## src/sv/b64_pkg.sv

```systemverilog
// Shared types, codes and character mapping functions for the Base64 stream codec.
package b64_pkg;

    // Configuration register indexes.
    localparam logic CFG_DIRECTION    = 1'b0;
    localparam logic CFG_URL_ALPHABET = 1'b1;

    // Direction codes.
    localparam logic DIR_ENCODE = 1'b0;
    localparam logic DIR_DECODE = 1'b1;

    // Decoded symbol codes beyond the 64 alphabet values.
    localparam logic [6:0] CODE_PAD = 7'd64;
    localparam logic [6:0] CODE_BAD = 7'd65;

    // ASCII characters used by the mapping.
    localparam logic [7:0] CHR_PAD   = 8'h3D; // '='
    localparam logic [7:0] CHR_UC_A  = 8'h41; // 'A'
    localparam logic [7:0] CHR_UC_Z  = 8'h5A; // 'Z'
    localparam logic [7:0] CHR_LC_A  = 8'h61; // 'a'
    localparam logic [7:0] CHR_LC_Z  = 8'h7A; // 'z'
    localparam logic [7:0] CHR_ZERO  = 8'h30; // '0'
    localparam logic [7:0] CHR_NINE  = 8'h39; // '9'
    localparam logic [7:0] CHR_PLUS  = 8'h2B; // '+'
    localparam logic [7:0] CHR_SLASH = 8'h2F; // '/'
    localparam logic [7:0] CHR_MINUS = 8'h2D; // '-'
    localparam logic [7:0] CHR_UNDER = 8'h5F; // '_'

    // One accepted input beat.
    typedef struct packed {
        logic [7:0] data;
        logic       last;
    } t_item;

    // All results caused by one input beat, entry 0 first.
    typedef struct packed {
        logic [3:0][7:0] data;
        logic [1:0]      last_idx;
        logic            bad;
        logic            msg_end;
    } t_result_group;

    // Maps a 6-bit value to its alphabet character.
    function automatic logic [7:0] to_char(input logic [5:0] v, input logic url);
        logic [7:0] w;
        w = {2'b00, v};
        if (v < 6'd26) begin
            return CHR_UC_A + w;
        end else if (v < 6'd52) begin
            return CHR_LC_A + w - 8'd26;
        end else if (v < 6'd62) begin
            return CHR_ZERO + w - 8'd52;
        end else if (v == 6'd62) begin
            return url ? CHR_MINUS : CHR_PLUS;
        end else begin
            return url ? CHR_UNDER : CHR_SLASH;
        end
    endfunction

    // Maps a character to its value, CODE_PAD for '=' or CODE_BAD otherwise.
    function automatic logic [6:0] from_char(input logic [7:0] c, input logic url);
        logic [7:0] d;
        d = 8'd0;
        if (c >= CHR_UC_A && c <= CHR_UC_Z) begin
            d = c - CHR_UC_A;
        end else if (c >= CHR_LC_A && c <= CHR_LC_Z) begin
            d = c - CHR_LC_A + 8'd26;
        end else if (c >= CHR_ZERO && c <= CHR_NINE) begin
            d = c - CHR_ZERO + 8'd52;
        end else if (c == CHR_PAD) begin
            d = {1'b0, CODE_PAD};
        end else if (url && c == CHR_MINUS) begin
            d = 8'd62;
        end else if (url && c == CHR_UNDER) begin
            d = 8'd63;
        end else if (!url && c == CHR_PLUS) begin
            d = 8'd62;
        end else if (!url && c == CHR_SLASH) begin
            d = 8'd63;
        end else begin
            d = {1'b0, CODE_BAD};
        end
        return d[6:0];
    endfunction

endpackage

```

## src/sv/b64_in_if.sv

```systemverilog
// Input stream channel: one byte or character per beat with a last-of-message flag.
interface b64_in_if;
    logic       valid;
    logic       ready;
    logic [7:0] in_byte;
    logic       in_last;

    modport source (output valid, output in_byte, output in_last, input ready);
    modport sink   (input valid, input in_byte, input in_last, output ready);
endinterface

```

## src/sv/b64_out_if.sv

```systemverilog
// Output stream channel: one character or byte per beat with framing and error flags.
interface b64_out_if;
    logic       valid;
    logic       ready;
    logic [7:0] out_byte;
    logic       run_last;
    logic       message_end;
    logic       bad_input;

    modport source (output valid, output out_byte, output run_last, output message_end,
                    output bad_input, input ready);
    modport sink   (input valid, input out_byte, input run_last, input message_end,
                    input bad_input, output ready);
endinterface

```

## src/sv/b64_in_reg.sv

```systemverilog
// Input register that holds one accepted beat until the group logic takes it.
module b64_in_reg
    import b64_pkg::*;
(
    input  logic  i_clk,
    input  logic  i_rst_n,
    input  logic  i_valid,
    output logic  o_ready,
    input  t_item i_item,
    output logic  o_valid,
    output t_item o_item,
    input  logic  i_take
);

    logic  r_valid;
    t_item r_item;

    // The register is free when empty or when its beat moves on this cycle.
    assign o_ready = !r_valid || i_take;
    assign o_valid = r_valid;
    assign o_item  = r_item;

    // Valid flag.
    always_ff @(posedge i_clk) begin
        if (!i_rst_n) begin
            r_valid <= 1'b0;
        end else if (i_valid && o_ready) begin
            r_valid <= 1'b1;
        end else if (i_take) begin
            r_valid <= 1'b0;
        end
    end

    // Payload.
    always_ff @(posedge i_clk) begin
        if (i_valid && o_ready) begin
            r_item <= i_item;
        end
    end

endmodule

```

## src/sv/b64_group.sv

```systemverilog
// Group state, configuration registers and the encode/decode logic for one beat.
module b64_group
    import b64_pkg::*;
(
    input  logic          i_clk,
    input  logic          i_rst_n,
    input  logic          i_cfg_we,
    input  logic          i_cfg_idx,
    input  logic          i_cfg_data,
    input  t_item         i_item,
    input  logic          i_move,
    output logic          o_has_result,
    output t_result_group o_grp
);

    logic        r_dir;
    logic        r_url;
    logic [23:0] r_bits;
    logic [1:0]  r_count;
    logic [1:0]  r_pad;
    logic        r_err;

    logic [23:0] n_bits;
    logic [1:0]  n_count;
    logic [1:0]  n_pad;
    logic        n_err;

    logic [2:0]  cnt;
    logic [2:0]  enc_n;
    logic [23:0] enc_bits;
    logic [23:0] enc_shift;
    logic [6:0]  code;
    logic [5:0]  dec_val;
    logic [1:0]  pad_next;
    logic        err_next;
    logic [23:0] dec_bits;
    logic [1:0]  pad_cap;

    // Encode and decode paths for the beat in the input register.
    always_comb begin
        cnt       = {1'b0, r_count} + 3'd1;
        enc_n     = (cnt > 3'd3) ? 3'd3 : cnt;
        enc_bits  = {r_bits[15:0], i_item.data};
        code      = from_char(i_item.data, r_url);
        dec_val   = (code == CODE_PAD || code == CODE_BAD) ? 6'd0 : code[5:0];
        pad_next  = (code == CODE_PAD && r_pad != 2'd3) ? r_pad + 2'd1 : r_pad;
        err_next  = r_err || (code == CODE_BAD);
        dec_bits  = {r_bits[17:0], dec_val};
        pad_cap   = (pad_next > 2'd2) ? 2'd2 : pad_next;

        case (enc_n)
            3'd1:    enc_shift = {enc_bits[7:0], 16'h0000};
            3'd2:    enc_shift = {enc_bits[15:0], 8'h00};
            default: enc_shift = enc_bits;
        endcase

        o_has_result   = 1'b0;
        o_grp          = '0;
        o_grp.msg_end  = i_item.last;
        n_bits         = '0;
        n_count        = '0;
        n_pad          = '0;
        n_err          = 1'b0;

        if (r_dir == DIR_ENCODE) begin
            if (enc_n == 3'd3 || i_item.last) begin
                o_has_result   = 1'b1;
                o_grp.last_idx = 2'd3;
                for (int i = 0; i < 4; i++) begin
                    o_grp.data[i] = (3'(i) > enc_n) ? CHR_PAD
                                  : to_char(enc_shift[23 - 6 * i -: 6], r_url);
                end
            end else begin
                n_bits  = enc_bits;
                n_count = enc_n[1:0];
            end
        end else begin
            if (cnt < 3'd4) begin
                if (i_item.last) begin
                    // Message ended inside a quad: a single error result.
                    o_has_result   = 1'b1;
                    o_grp.bad      = 1'b1;
                    o_grp.last_idx = 2'd0;
                end else begin
                    n_bits  = dec_bits;
                    n_count = cnt[1:0];
                    n_pad   = pad_next;
                    n_err   = err_next;
                end
            end else begin
                o_has_result   = 1'b1;
                o_grp.bad      = err_next;
                o_grp.data[0]  = dec_bits[23:16];
                o_grp.data[1]  = dec_bits[15:8];
                o_grp.data[2]  = dec_bits[7:0];
                // Pads only shorten the final quad of a message.
                o_grp.last_idx = i_item.last ? 2'd2 - pad_cap : 2'd2;
            end
        end
    end

    // Configuration registers.
    always_ff @(posedge i_clk) begin
        if (!i_rst_n) begin
            r_dir <= DIR_ENCODE;
            r_url <= 1'b1;
        end else if (i_cfg_we) begin
            case (i_cfg_idx)
                CFG_DIRECTION:    r_dir <= i_cfg_data;
                CFG_URL_ALPHABET: r_url <= i_cfg_data;
                default:          r_dir <= r_dir;
            endcase
        end
    end

    // Group state; a direction write starts a fresh group.
    always_ff @(posedge i_clk) begin
        if (!i_rst_n) begin
            r_bits  <= '0;
            r_count <= '0;
            r_pad   <= '0;
            r_err   <= 1'b0;
        end else if (i_cfg_we && i_cfg_idx == CFG_DIRECTION) begin
            r_bits  <= '0;
            r_count <= '0;
            r_pad   <= '0;
            r_err   <= 1'b0;
        end else if (i_move) begin
            r_bits  <= n_bits;
            r_count <= n_count;
            r_pad   <= n_pad;
            r_err   <= n_err;
        end
    end

`ifndef NO_ASSERTIONS
    // An encode group never holds three bytes between beats.
    a_enc_count: assert property (@(posedge i_clk) disable iff (!i_rst_n)
        r_dir == DIR_ENCODE |-> r_count != 2'd3)
        else $error("encode group count reached three");

    // Pad and error tracking stay clear while encoding.
    a_enc_clean: assert property (@(posedge i_clk) disable iff (!i_rst_n)
        r_dir == DIR_ENCODE |-> (r_pad == 2'd0 && !r_err))
        else $error("decode tracking set in encode mode");

    // A direction write leaves an empty group.
    a_dir_clear: assert property (@(posedge i_clk) disable iff (!i_rst_n)
        (i_cfg_we && i_cfg_idx == CFG_DIRECTION) |=> (r_count == 2'd0 && r_bits == 24'd0))
        else $error("group not cleared by direction write");
`endif

endmodule

```

## src/sv/b64_out_buf.sv

```systemverilog
// Result register that holds one beat's result group and hands it out one beat at a time.
module b64_out_buf
    import b64_pkg::*;
(
    input  logic          i_clk,
    input  logic          i_rst_n,
    input  logic          i_load,
    input  t_result_group i_grp,
    output logic          o_free,
    output logic          o_valid,
    input  logic          i_ready,
    output logic [7:0]    o_out_byte,
    output logic          o_run_last,
    output logic          o_message_end,
    output logic          o_bad_input
);

    logic          r_busy;
    logic [1:0]    r_idx;
    t_result_group r_grp;

    logic take;
    logic at_end;

    assign at_end        = (r_idx == r_grp.last_idx);
    assign take          = r_busy && i_ready;
    assign o_free        = !r_busy || (take && at_end);
    assign o_valid       = r_busy;
    assign o_out_byte    = r_grp.data[r_idx];
    assign o_run_last    = at_end;
    assign o_message_end = at_end && r_grp.msg_end;
    assign o_bad_input   = r_grp.bad;

    // Busy flag and read index.
    always_ff @(posedge i_clk) begin
        if (!i_rst_n) begin
            r_busy <= 1'b0;
            r_idx  <= '0;
        end else if (i_load) begin
            r_busy <= 1'b1;
            r_idx  <= '0;
        end else if (take) begin
            r_busy <= !at_end;
            r_idx  <= at_end ? 2'd0 : r_idx + 2'd1;
        end
    end

    // Result group payload.
    always_ff @(posedge i_clk) begin
        if (i_load) begin
            r_grp <= i_grp;
        end
    end

`ifndef NO_ASSERTIONS
    // A new group is only loaded when the previous one is gone.
    a_load_free: assert property (@(posedge i_clk) disable iff (!i_rst_n)
        i_load |-> o_free)
        else $error("result group overwritten");

    // The read index never passes the last entry.
    a_idx_range: assert property (@(posedge i_clk) disable iff (!i_rst_n)
        r_busy |-> r_idx <= r_grp.last_idx)
        else $error("read index beyond group");

    // Taking the last entry without a new load empties the register.
    a_drain: assert property (@(posedge i_clk) disable iff (!i_rst_n)
        (take && at_end && !i_load) |=> !r_busy)
        else $error("register not emptied after last beat");
`endif

endmodule

```

## src/sv/base64_stream_codec.sv

```systemverilog
// Top level of the streaming Base64 encoder/decoder.
// Path: an input beat waits in the input register until its results can be loaded into the result register.
// Throughput: one input beat per cycle while the output keeps up; beats without results
// pass while the result register hands out one beat per cycle, so encoding runs at four
// output beats per three inputs. Reset: synchronous active-low i_rst_n clears the group,
// selects encode and the URL alphabet, and empties the input and result registers.
module base64_stream_codec
    import b64_pkg::*;
(
    input  logic       i_clk,
    input  logic       i_rst_n,
    input  logic       i_cfg_we,
    input  logic       i_cfg_idx,
    input  logic       i_cfg_data,
    b64_in_if.sink     i_in_ch,
    b64_out_if.source  o_out_ch
);

    t_item         in_item;
    t_item         reg_item;
    logic          reg_valid;
    logic          move;
    logic          out_free;
    logic          has_result;
    t_result_group grp;

    assign in_item.data = i_in_ch.in_byte;
    assign in_item.last = i_in_ch.in_last;

    // A held beat moves on when it has no results or the result register can take them.
    assign move = reg_valid && (out_free || !has_result);

    b64_in_reg u_in_reg (
        .i_clk   (i_clk),
        .i_rst_n (i_rst_n),
        .i_valid (i_in_ch.valid),
        .o_ready (i_in_ch.ready),
        .i_item  (in_item),
        .o_valid (reg_valid),
        .o_item  (reg_item),
        .i_take  (move)
    );

    b64_group u_group (
        .i_clk        (i_clk),
        .i_rst_n      (i_rst_n),
        .i_cfg_we     (i_cfg_we),
        .i_cfg_idx    (i_cfg_idx),
        .i_cfg_data   (i_cfg_data),
        .i_item       (reg_item),
        .i_move       (move),
        .o_has_result (has_result),
        .o_grp        (grp)
    );

    b64_out_buf u_out_buf (
        .i_clk         (i_clk),
        .i_rst_n       (i_rst_n),
        .i_load        (move && has_result),
        .i_grp         (grp),
        .o_free        (out_free),
        .o_valid       (o_out_ch.valid),
        .i_ready       (o_out_ch.ready),
        .o_out_byte    (o_out_ch.out_byte),
        .o_run_last    (o_out_ch.run_last),
        .o_message_end (o_out_ch.message_end),
        .o_bad_input   (o_out_ch.bad_input)
    );

endmodule

```

## src/flat_wrapper.sv

```systemverilog
// flat-port wrapper written by rule: the top's interface ports become plain ports
module base64_stream_codec_flat import b64_pkg::*;
  (i_clk, i_rst_n, i_cfg_we, i_cfg_idx, i_cfg_data, i_in_ch_valid, i_in_ch_in_byte, i_in_ch_in_last, i_in_ch_ready, o_out_ch_valid, o_out_ch_out_byte, o_out_ch_run_last, o_out_ch_message_end, o_out_ch_bad_input, o_out_ch_ready);
  b64_in_if i_in_ch_i ();
  b64_out_if o_out_ch_i ();
  input  logic i_clk;
  input  logic i_rst_n;
  input  logic i_cfg_we;
  input  logic i_cfg_idx;
  input  logic i_cfg_data;
  input wire logic [$bits(i_in_ch_i.valid)-1:0] i_in_ch_valid;
  input wire logic [$bits(i_in_ch_i.in_byte)-1:0] i_in_ch_in_byte;
  input wire logic [$bits(i_in_ch_i.in_last)-1:0] i_in_ch_in_last;
  output wire logic [$bits(i_in_ch_i.ready)-1:0] i_in_ch_ready;
  output wire logic [$bits(o_out_ch_i.valid)-1:0] o_out_ch_valid;
  output wire logic [$bits(o_out_ch_i.out_byte)-1:0] o_out_ch_out_byte;
  output wire logic [$bits(o_out_ch_i.run_last)-1:0] o_out_ch_run_last;
  output wire logic [$bits(o_out_ch_i.message_end)-1:0] o_out_ch_message_end;
  output wire logic [$bits(o_out_ch_i.bad_input)-1:0] o_out_ch_bad_input;
  input wire logic [$bits(o_out_ch_i.ready)-1:0] o_out_ch_ready;
  assign i_in_ch_i.valid = i_in_ch_valid;
  assign i_in_ch_i.in_byte = i_in_ch_in_byte;
  assign i_in_ch_i.in_last = i_in_ch_in_last;
  assign i_in_ch_ready = i_in_ch_i.ready;
  assign o_out_ch_valid = o_out_ch_i.valid;
  assign o_out_ch_out_byte = o_out_ch_i.out_byte;
  assign o_out_ch_run_last = o_out_ch_i.run_last;
  assign o_out_ch_message_end = o_out_ch_i.message_end;
  assign o_out_ch_bad_input = o_out_ch_i.bad_input;
  assign o_out_ch_i.ready = o_out_ch_ready;
  base64_stream_codec u_core (.i_clk(i_clk), .i_rst_n(i_rst_n), .i_cfg_we(i_cfg_we), .i_cfg_idx(i_cfg_idx), .i_cfg_data(i_cfg_data), .i_in_ch(i_in_ch_i), .o_out_ch(o_out_ch_i));
endmodule
```

## config.mk

```make
export PLATFORM = sky130hd
export DESIGN_NAME = base64_stream_codec_flat
export DESIGN_NICKNAME = d
export VERILOG_FILES = /design/src/sv/b64_pkg.sv /design/src/sv/b64_in_if.sv /design/src/sv/b64_out_if.sv /design/src/sv/b64_in_reg.sv /design/src/sv/b64_group.sv /design/src/sv/b64_out_buf.sv /design/src/sv/base64_stream_codec.sv /design/src/flat_wrapper.sv
export SDC_FILE = /design/constraint.sdc
export NUM_CORES = 1
export LEC_CHECK = 0
export ABC_AREA = 1
export ABC_CLOCK_PERIOD_IN_PS = 4400
export BUFFER_PORTS_ARGS = -buffer_cell sky130_fd_sc_hd__buf_2
export CORE_UTILIZATION = 60
export CTS_BUF_LIST = sky130_fd_sc_hd__clkbuf_8
export CTS_CLUSTER_DIAMETER = 80
export DETAILED_ROUTE_END_ITERATION = 12
export HOLD_SLACK_MARGIN = 0.1
export PLACE_DENSITY = 0.78
export RECOVER_POWER = 100
export SYNTH_ARGS = -nofsm -noshare
export SYNTH_HDL_FRONTEND = slang
export SYNTH_SLANG_ARGS = --single-unit
```

## constraint.sdc

```tcl
create_clock -name i_clk -period 4.4 [get_ports i_clk]
set_input_delay 0.44 -clock i_clk [delete_from_list [all_inputs] [get_ports i_clk]]
set_output_delay 0.44 -clock i_clk [all_outputs]
set_load 0.05 [all_outputs]
```

==> summary.txt <==
Run status
  – Outcome: complete, no violations

Setup path
  – Worst Reg2Reg Path Length in Cells: 15
  – Crit Path Class: reg -> reg
  – Critical path data required time: 4.46 ns
  – Arrival @ worst endpoint: 3.85 ns
  – Type of origin of the critical path: flip-flop
  – Critical path peak fanout: 18
  – Sort of element at the end of the critical path: flip-flop

Layout
  – Diode insertion count for antenna repair: 0
  – Commonest non-fill, non-tap cell in the layout: nand2_1
  – Layout cell share with drive strength beyond 1: 11.0%
  – Area growth from synthesis to layout: 6.13%
  – Highest-count cells in the layout ignoring fill and taps: 194 x nand2_1, 97 x inv_1, 92 x nor2_1
  – Count of nets after finishing: 931

Place
  – Post-placement worst setup slack: 1.06 ns
  – Final weighted congestion of routability-driven global placement: 1.00
  – Post-DP HPWL: 14.1 mm
  – Count of buffers from port buffering: 28

STA
  – Crit share post-route: 86.2%
  – Post-route clock skew: 0.0200 ns
  – RSZ-0062 raised after global routing: no
  – Setup-failing EPs final: 0
  – Achievable clock frequency: 264 MHz
  – Final total negative setup slack: 0 ns
  – Max_slew headroom: 37.2%
  – Final Slew Violations: 0
  – Slack of the critical path: 0.606 ns
  – Worst slew pin tran: 0.942 ns
  – Min Tclk post-route: 3.79 ns
  – Number of failing hold endpoints at the final stage: 0

Min path
  – Type of the worst min-delay path: in -> reg
  – Min-Delay Path Depth: 1

Synth
  – Number of enable-type register cells in the synthesized netlist: 45
  – Mapped cell area: 6140 µm²
  – Sequential cell area fraction in the yosys report: 31.5%
  – Warnings from Yosys: 0
  – Net Count, Synth: 911
  – Asr flop ratio synth: 0%
  – Number of different library cells in the post-synthesis netlist: 50
  – Mean cell area of the mapped netlist: 7.14 µm²
  – Gate Count Post-Synth: 860
  – Register bit total from synthesis: 74
  – Prevailing post-synth register cell: edfxtp_1

Clock tree
  – Clock edge transition at the registers on the reported setup and hold paths: 0.10 ns
  – Number of buffers added by the clock tree synthesis step: 9
  – Total clock sinks: 74
  – Root buffer cell: clkbuf_8
  – Count of hold-fix buffers inserted at cts: 0
  – TritonCTS clock tree: built
  – Resized Gates After CTS: 0
  – Post-CTS repair timing setup buffer count: 0
  – Insertion delay of the later-clocked pin in the worst-skew pair: 0.37 ns
  – Max H-tree Level: 3
  – Max Buffers Root-to-Sink: 2

Drt
  – Initial drt markers: 650
  – Via total after detailed routing: 6251
  – Remaining design rule violation count: 0
  – Average wire length per cell after detail routing: 18.5 µm
  – Length of routed wiring on met1: 7.67 mm
  – Total met3 wirelength after detailed routing: 2.04 mm
  – Length of the first detailed-routing pass in iterations: 6
  – Highest routed layer: met4
  – DR WL met2: 8.56 mm
  – Vias/cell: 6.14
  – Wirelength, routed: 18.8 mm
  – Post-route ant nets: 0

Die
  – Overall die area: 10600 µm²
  – Height of the die: 103 µm
  – Ports: 29
  – Row count: 36
  – Die width: 103 µm
  – Initial Utilization: 62.2%
  – Core area: 9860 µm²

Global routing
  – Largest net degree at the start of global routing: 38
  – First-pass GRT wire length: 28.5 mm
  – Via count of the first global-routing pass: 5620
  – Number of antenna violations at the first check in global routing: 0
  – Overall fraction of global-route tracks in use: 36.2%
  – Remaining global-route overflow: 0

Power
  – PwrDens: 283 nW/µm²
  – Static power due to leakage: 2.65 nW
  – Worst supply voltage drop on vdd: 0.000202 V

Job
  – Max-Cap Viols: 0
[worst max-delay path: stages, from the launching register on]
cell	delay [ns]
dfxtp_1	0.48
inv_1	0.15
ha_1	0.32
nor2_4	0.22
inv_4	0.15
o21ai_0	0.75
inv_1	0.19
ha_1	0.23
inv_1	0.06
o21ai_0	0.09
a21oi_1	0.23
inv_1	0.19
o211ai_1	0.14
o21ai_0	0.11
nand2_1	0.06
o21ai_0	0.13
[cells by family (layout without fill, tap and decap cells)]
logic type / Yosys count / count (layout) / share of synthesized area [%]
AO/OA/AOI/OAI: 192 / 192 / 19.8
XOR/XNOR: 27 / 27 / 3.85
adder cells (fa/ha/maj): 35 / 35 / 7.13
buffers and inverters: 144 / 169 / 9.64
flip-flops: 74 / 74 / 31.5
AND/OR/NAND/NOR: 388 / 388 / 28.1
[through the flow]
stage | cell area, µm² | utilization, % | hold WS (ns) | instances | total power, mW
floorplan | 6140 | - | 0.454 | 860 | 1.12
global placement | 6350 | 64.3 | 0.490 | 1002 | 1.21
detailed placement | 6350 | 64.3 | 0.485 | 1002 | 1.22
CTS | 6580 | 66.7 | 0.230 | 1018 | 1.84
global route | 6520 | 66.1 | 0.230 | 1018 | 1.91
finish | 6520 | 66.1 | 0.236 | 1018 | 1.84
[report_power, final]
group          internal, mW  switching [mW]  total, mW
clock                 0.343           0.293      0.635
sequential            0.770          0.0293      0.799
combinational         0.117           0.292      0.409
[layer usage]
metal	vias up	track usage, %
met5	-	0
met4	0	13.5
met3	46	7.53
met2	393	58.3
met1	2884	47.8
li1	2928	-
[cells in the mapped netlist, types with 4 or more instances]
master	count	area share, %
inv_2	24	1.5
ha_1	35	7.1
a31oi_1	19	1.9
nand3_1	50	4.1
xor2_1	20	2.9
clkbuf_1	10	0.61
o21ai_1	18	1.5
dfxtp_1	29	9.5
o21ai_0	55	4.5
nand2_2	8	0.82
nand2_1	193	12
o21ai_2	7	1.0
o22ai_1	26	2.6
buf_4	4	0.49
o211ai_1	5	0.61
nor2_2	7	0.71
nor2_1	88	5.4
a21oi_1	37	3.0
nor3_1	9	0.73
o22ai_2	4	0.82
nand4_1	11	1.1
nor2_4	10	1.8
inv_1	92	5.6
edfxtp_1	45	22
buf_2	7	0.57
xnor2_1	7	1.0
[final timing paths]
| path | startpoint | endpoint | slack [ns] |
|---|---|---|---|
| setup / recovery | u_core.u_group.r_count[1] | u_core.u_out_buf.r_grp[15] | 0.61 |
| hold / removal | i_in_ch_in_byte[5] | u_core.u_in_reg.o_item[6] | 0.24 |
| setup reg to reg | u_core.u_group.r_count[1] | u_core.u_out_buf.r_grp[15] | 0.61 |
| hold reg to reg | u_core.u_group.r_bits[16] | u_core.u_group.r_bits[16] | 0.50 |
[area by class of cell]
class / count / area, µm²
sequential: 74 / 1930
multi-input combinational: 642 / 3570
tap: 133 / 166
inverter: 120 / 455
clock buffer: 10 / 138
clock inverter: 6 / 97.6
fill: 893 / 3350
timing repair buffer: 33 / 154
[sequential cells by signal, summed over array words and instances (netlist names)]
signal                        count
u_core.u_out_buf.r_grp           35
u_core.u_group.r_bits            18
u_core.u_in_reg.o_item            9
u_core.u_group.r_count            2
u_core.u_group.r_pad              2
u_core.u_out_buf.r_idx            2
u_core.u_group.r_dir              1
u_core.u_group.r_err              1
u_core.u_group.r_url              1
u_core.u_in_reg.o_valid           1
u_core.u_out_buf.o_bad_input      1
u_core.u_out_buf.o_valid          1
(Power assumes the default switching activity.)
